$ cat config.mk
export PLATFORM = sky130hd
export DESIGN_NAME = s4x_expand
export DESIGN_NICKNAME = d
export VERILOG_FILES = /design/src/scale4x_pixel_art_upscaler_defines.svh /design/src/s4x_pkg.sv /design/src/s4x_expand.sv
export SDC_FILE = /design/constraint.sdc
export NUM_CORES = 1
export LEC_CHECK = 0
export BUFFER_PORTS_ARGS = -buffer_cell sky130_fd_sc_hd__buf_2
export CORE_ASPECT_RATIO = 0.9
export CORE_MARGIN = 4
export CORE_UTILIZATION = 41
export DETAILED_ROUTE_END_ITERATION = 10
export GPL_TIMING_DRIVEN = 0
export PLACE_DENSITY = 0.79
export SLEW_MARGIN = 40
export SYNTH_ARGS = -nofsm -noshare
export SYNTH_HDL_FRONTEND = slang
export SYNTH_SLANG_ARGS = --single-unit
$ cat constraint.sdc
create_clock -name vclk -period 3.35
set_input_delay 0.67 -clock vclk [all_inputs]
set_output_delay 0.67 -clock vclk [all_outputs]
set_load 0.1 [all_outputs]
$ cat src/scale4x_pixel_art_upscaler_defines.svh
// Assertion macros shared by the scale4x upscaler RTL.
`ifndef SCALE4X_PIXEL_ART_UPSCALER_DEFINES_SVH
`define SCALE4X_PIXEL_ART_UPSCALER_DEFINES_SVH

// Same-cycle implication, checked while out of reset.
`define S4X_ASSERT_NOW(label, clk, rst_n, cond, prop) \
    label: assert property (@(posedge clk) disable iff (!rst_n) (cond) |-> (prop)) \
        else $error("s4x: same-cycle check failed");

// Next-cycle implication, checked while out of reset.
`define S4X_ASSERT_NEXT(label, clk, rst_n, cond, prop) \
    label: assert property (@(posedge clk) disable iff (!rst_n) (cond) |=> (prop)) \
        else $error("s4x: next-cycle check failed");

`endif

$ cat src/s4x_pkg.sv
// Shared types and constants of the scale4x upscaler.
package s4x_pkg;

    localparam int PIX_W     = 32;
    localparam int RGB_W     = 24;
    localparam int DIM_W     = 9;
    localparam int CFG_IDX_W = 2;

    localparam logic OP_LOAD = 1'b0;
    localparam logic OP_READ = 1'b1;

    localparam logic [CFG_IDX_W-1:0] REG_WIDTH  = 2'd0;
    localparam logic [CFG_IDX_W-1:0] REG_HEIGHT = 2'd1;

    // Control of one pass through the shared expansion unit.
    typedef struct packed {
        logic border;
        logic sub_x;
        logic sub_y;
    } t_exp_ctl;

endpackage

$ cat src/s4x_expand.sv
// Shared Scale2x sub-pixel compare and select unit.
module s4x_expand import s4x_pkg::*; (
    input  logic [PIX_W-1:0] i_e,
    input  logic [PIX_W-1:0] i_l,
    input  logic [PIX_W-1:0] i_r,
    input  logic [PIX_W-1:0] i_a,
    input  logic [PIX_W-1:0] i_b,
    input  t_exp_ctl         i_ctl,
    output logic [PIX_W-1:0] o_pix
);

    function automatic logic same_rgb(input logic [PIX_W-1:0] p, input logic [PIX_W-1:0] q);
        return p[RGB_W-1:0] == q[RGB_W-1:0];
    endfunction

    logic [PIX_W-1:0] vert;
    logic             flat;

    always_comb begin
        vert = i_ctl.sub_y ? i_b : i_a;
        // Borders and flat neighborhoods keep the center pixel.
        flat = i_ctl.border || same_rgb(i_a, i_b) || same_rgb(i_l, i_r);
        if (flat) begin
            o_pix = i_e;
        end else if (i_ctl.sub_x) begin
            o_pix = same_rgb(i_r, vert) ? i_r : i_e;
        end else begin
            o_pix = same_rgb(i_l, vert) ? i_l : i_e;
        end
    end

endmodule

==> qor.txt <==
Status = finished with violations
Failing checks = setup timing
GR Layer Usage met1 = 46.8%
Cell area after synthesis = 3090 µm²
Syn nets = 623
DR vias = 5102
Setup_tns = -13.94 ns
Worst setup EP type = output pin
Routed len/inst = 24.6 µm
Largest area contributor in the synthesized netlist = xnor2_1
FFs & Latches = 0
Register area share after synthesis = 0%
CP Launch Type = input port
Met3 Usage GRT = 3.63%
Critical Path RT = 2.68 ns
Worst slew margin relative to its limit = 42.9%
Global-route usage over all layers = 35.4%
Finish-stage setup viols = 32
# IOs = 195
DRT Pass-1 Iters = 5
Initial core utilization = 43.0%
Worst setup path startpoint = i_ctl[0]
Rows = 29
Initial drt markers = 465
Fin area = 6170 µm²
Critical Path End = o_pix[6]
Ant. Diodes = 0
Maximum VDD drop = 156 µV
Top cell type's share of synthesized area = 20.4%
Yosys cell types = 28
Synth Area in XOR/XNOR = 27.2%
Placed cell areas = 4640 µm²
Adder-Cell Fraction of Synth Area = 0%
Tightest Pin Transition = 0.857 ns
Core area = 7180 µm²
Post-Route WL = 18.4 mm
Die W = 99.5 µm
Final hold violation count = 0
Hold Buf Count CTS = 0
Final HPWL DP = 11.9 mm
Final Util = 85.9%
Pin count of the biggest net entering global routing = 11
Vias per cell = 6.82
Critical path class = in2out
P_leak = 2.42 nW
Mean post-synth cell area = 6.72 µm²
Tot Pwr = 0.00115 W
Max-cap violations = 0
Wire length of the first global-routing pass = 26.4 mm
Compound-Gate Fraction of Synth Area = 40.0%
GPL Wtd Cong = 0.928
Port bufs = 177
Total Nets Final = 820
Critical path peak fanout = 10
Main combinational cell family by area after synthesis = compound AO/OA/AOI/OAI gates
Antenna-violating nets left = 0
Clock buffer cells = 0
Total grt overflow = 0
Simple-gate share of the synthesized area = 16.2%
Slack of the critical path = -0.485 ns
Share of layout cells above drive strength 1 = 56.0%
Top cells by count, synth = 84 x o21ai_0, 72 x xnor2_1, 36 x clkbuf_1
Met2 Usage GRT = 61.0%
DR DRC count = 0
Crit path time final = 3.84 ns
Die Y = 90.4 µm
Cell Pwr Density = 187 nW/µm²
Top post-synthesis cells by area = xnor2_1 20%, o21ai_0 14%, o311ai_1 8.2%, a21o_1 7.5%, o211ai_1 7.5%
RSZ-0062 raised after global routing = yes
DIE AREA = 8990 µm²
Initial antenna violation count = 0
Period utilization = 114%
Hold crit path type = in2out
Max Freq = 0.261 GHz
Storage cell area = 0 µm²
Final Max Tran Viols = 0
Critical path arrival = 3.17 ns
Grt peak-use layer = met2
YS warnings = 0
Number of global-route vias before repair = 4993
Most frequent cell after synthesis = o21ai_0
Worst hold slack = 1.78 ns
Layout area overhead = 99.8%
Post-synthesis mux area share = 8.70%
Synthesized netlist cell count = 460
layout by cell type (no fill, tap or decap), drive strengths merged, types with 2 or more instances in the layout:
| cell | count |
|---|---|
| xor2 | 24 |
| xnor2 | 72 |
| buf | 214 |
| nor4 | 20 |
| o211ai | 31 |
| nand4 | 9 |
| a21o | 31 |
| o311ai | 31 |
| or2 | 2 |
| mux2i | 25 |
| nand2 | 33 |
| clkbuf | 30 |
| o21ai | 93 |
| nand3 | 31 |
stage by stage:
step           setup WS (ns)  cells
4_1_cts               -0.296    743
2_1_floorplan         -0.423    460
6_report              -0.485    748
5_1_grt               -0.541    748
3_3_place_gp          -0.932    730
3_5_place_dp          -0.974    730
critical path: stages:
cell and delay (ns):
buf_16 0.13, buf_12 0.15, mux2i_4 0.25, xnor2_1 0.08, nor4_1 0.40, nand4_1 0.18, buf_6 0.17, or2_4 0.29
buf_12 0.18, o311ai_4 0.32, a21o_4 0.15, buf_12 0.17
power by group:
group          total (W)  switching [W]  internal, W
combinational    0.00115       0.000673     0.000479
clock                  0              0            0
sequential             0              0            0
total            0.00115       0.000673     0.000479
what timing repair did:
action | 4_1_cts | 5_1_grt
cloned | 3 | 1
setup endpoints to repair | 32 | 32
pin swaps | 20 | 20
gates resized for setup | 237 | 119
buffers inserted | 13 | 4
how the worst min path moves through the flow:
| stage | from | end | cells past startpoint |
|---|---|---|---|
| finish | i_e[30] | o_pix[30] | 4 |
| CTS | i_e[30] | o_pix[30] | 4 |
| detailed placement | i_r[30] | o_pix[30] | 4 |
| floorplan | i_e[30] | o_pix[30] | 2 |
| global placement | i_r[30] | o_pix[30] | 4 |
| global route | i_e[30] | o_pix[30] | 4 |
layout make-up:
cell class / count / area [µm²]
inverters: 1 / 3.75
plain buffers: 46 / 414
multi-input cells: 410 / 4070
repair buffers: 198 / 1570
well taps: 93 / 116
fillers: 400 / 1010
logic make-up (layout without fill, tap and decap cells):
logic type | Yosys count | after routing
xor+xnor | 96 | 96
compound gates | 190 | 190
simple gates | 99 | 99
mux | 25 | 25
buf+inv | 50 | 245
metal layers:
layer	routed length, µm	up-vias
met5	0	-
met4	877	0
met3	2150	93
met2	8910	472
met1	6490	2389
li1	-	2148
Note: power is estimated with default switching activity, not from simulation.
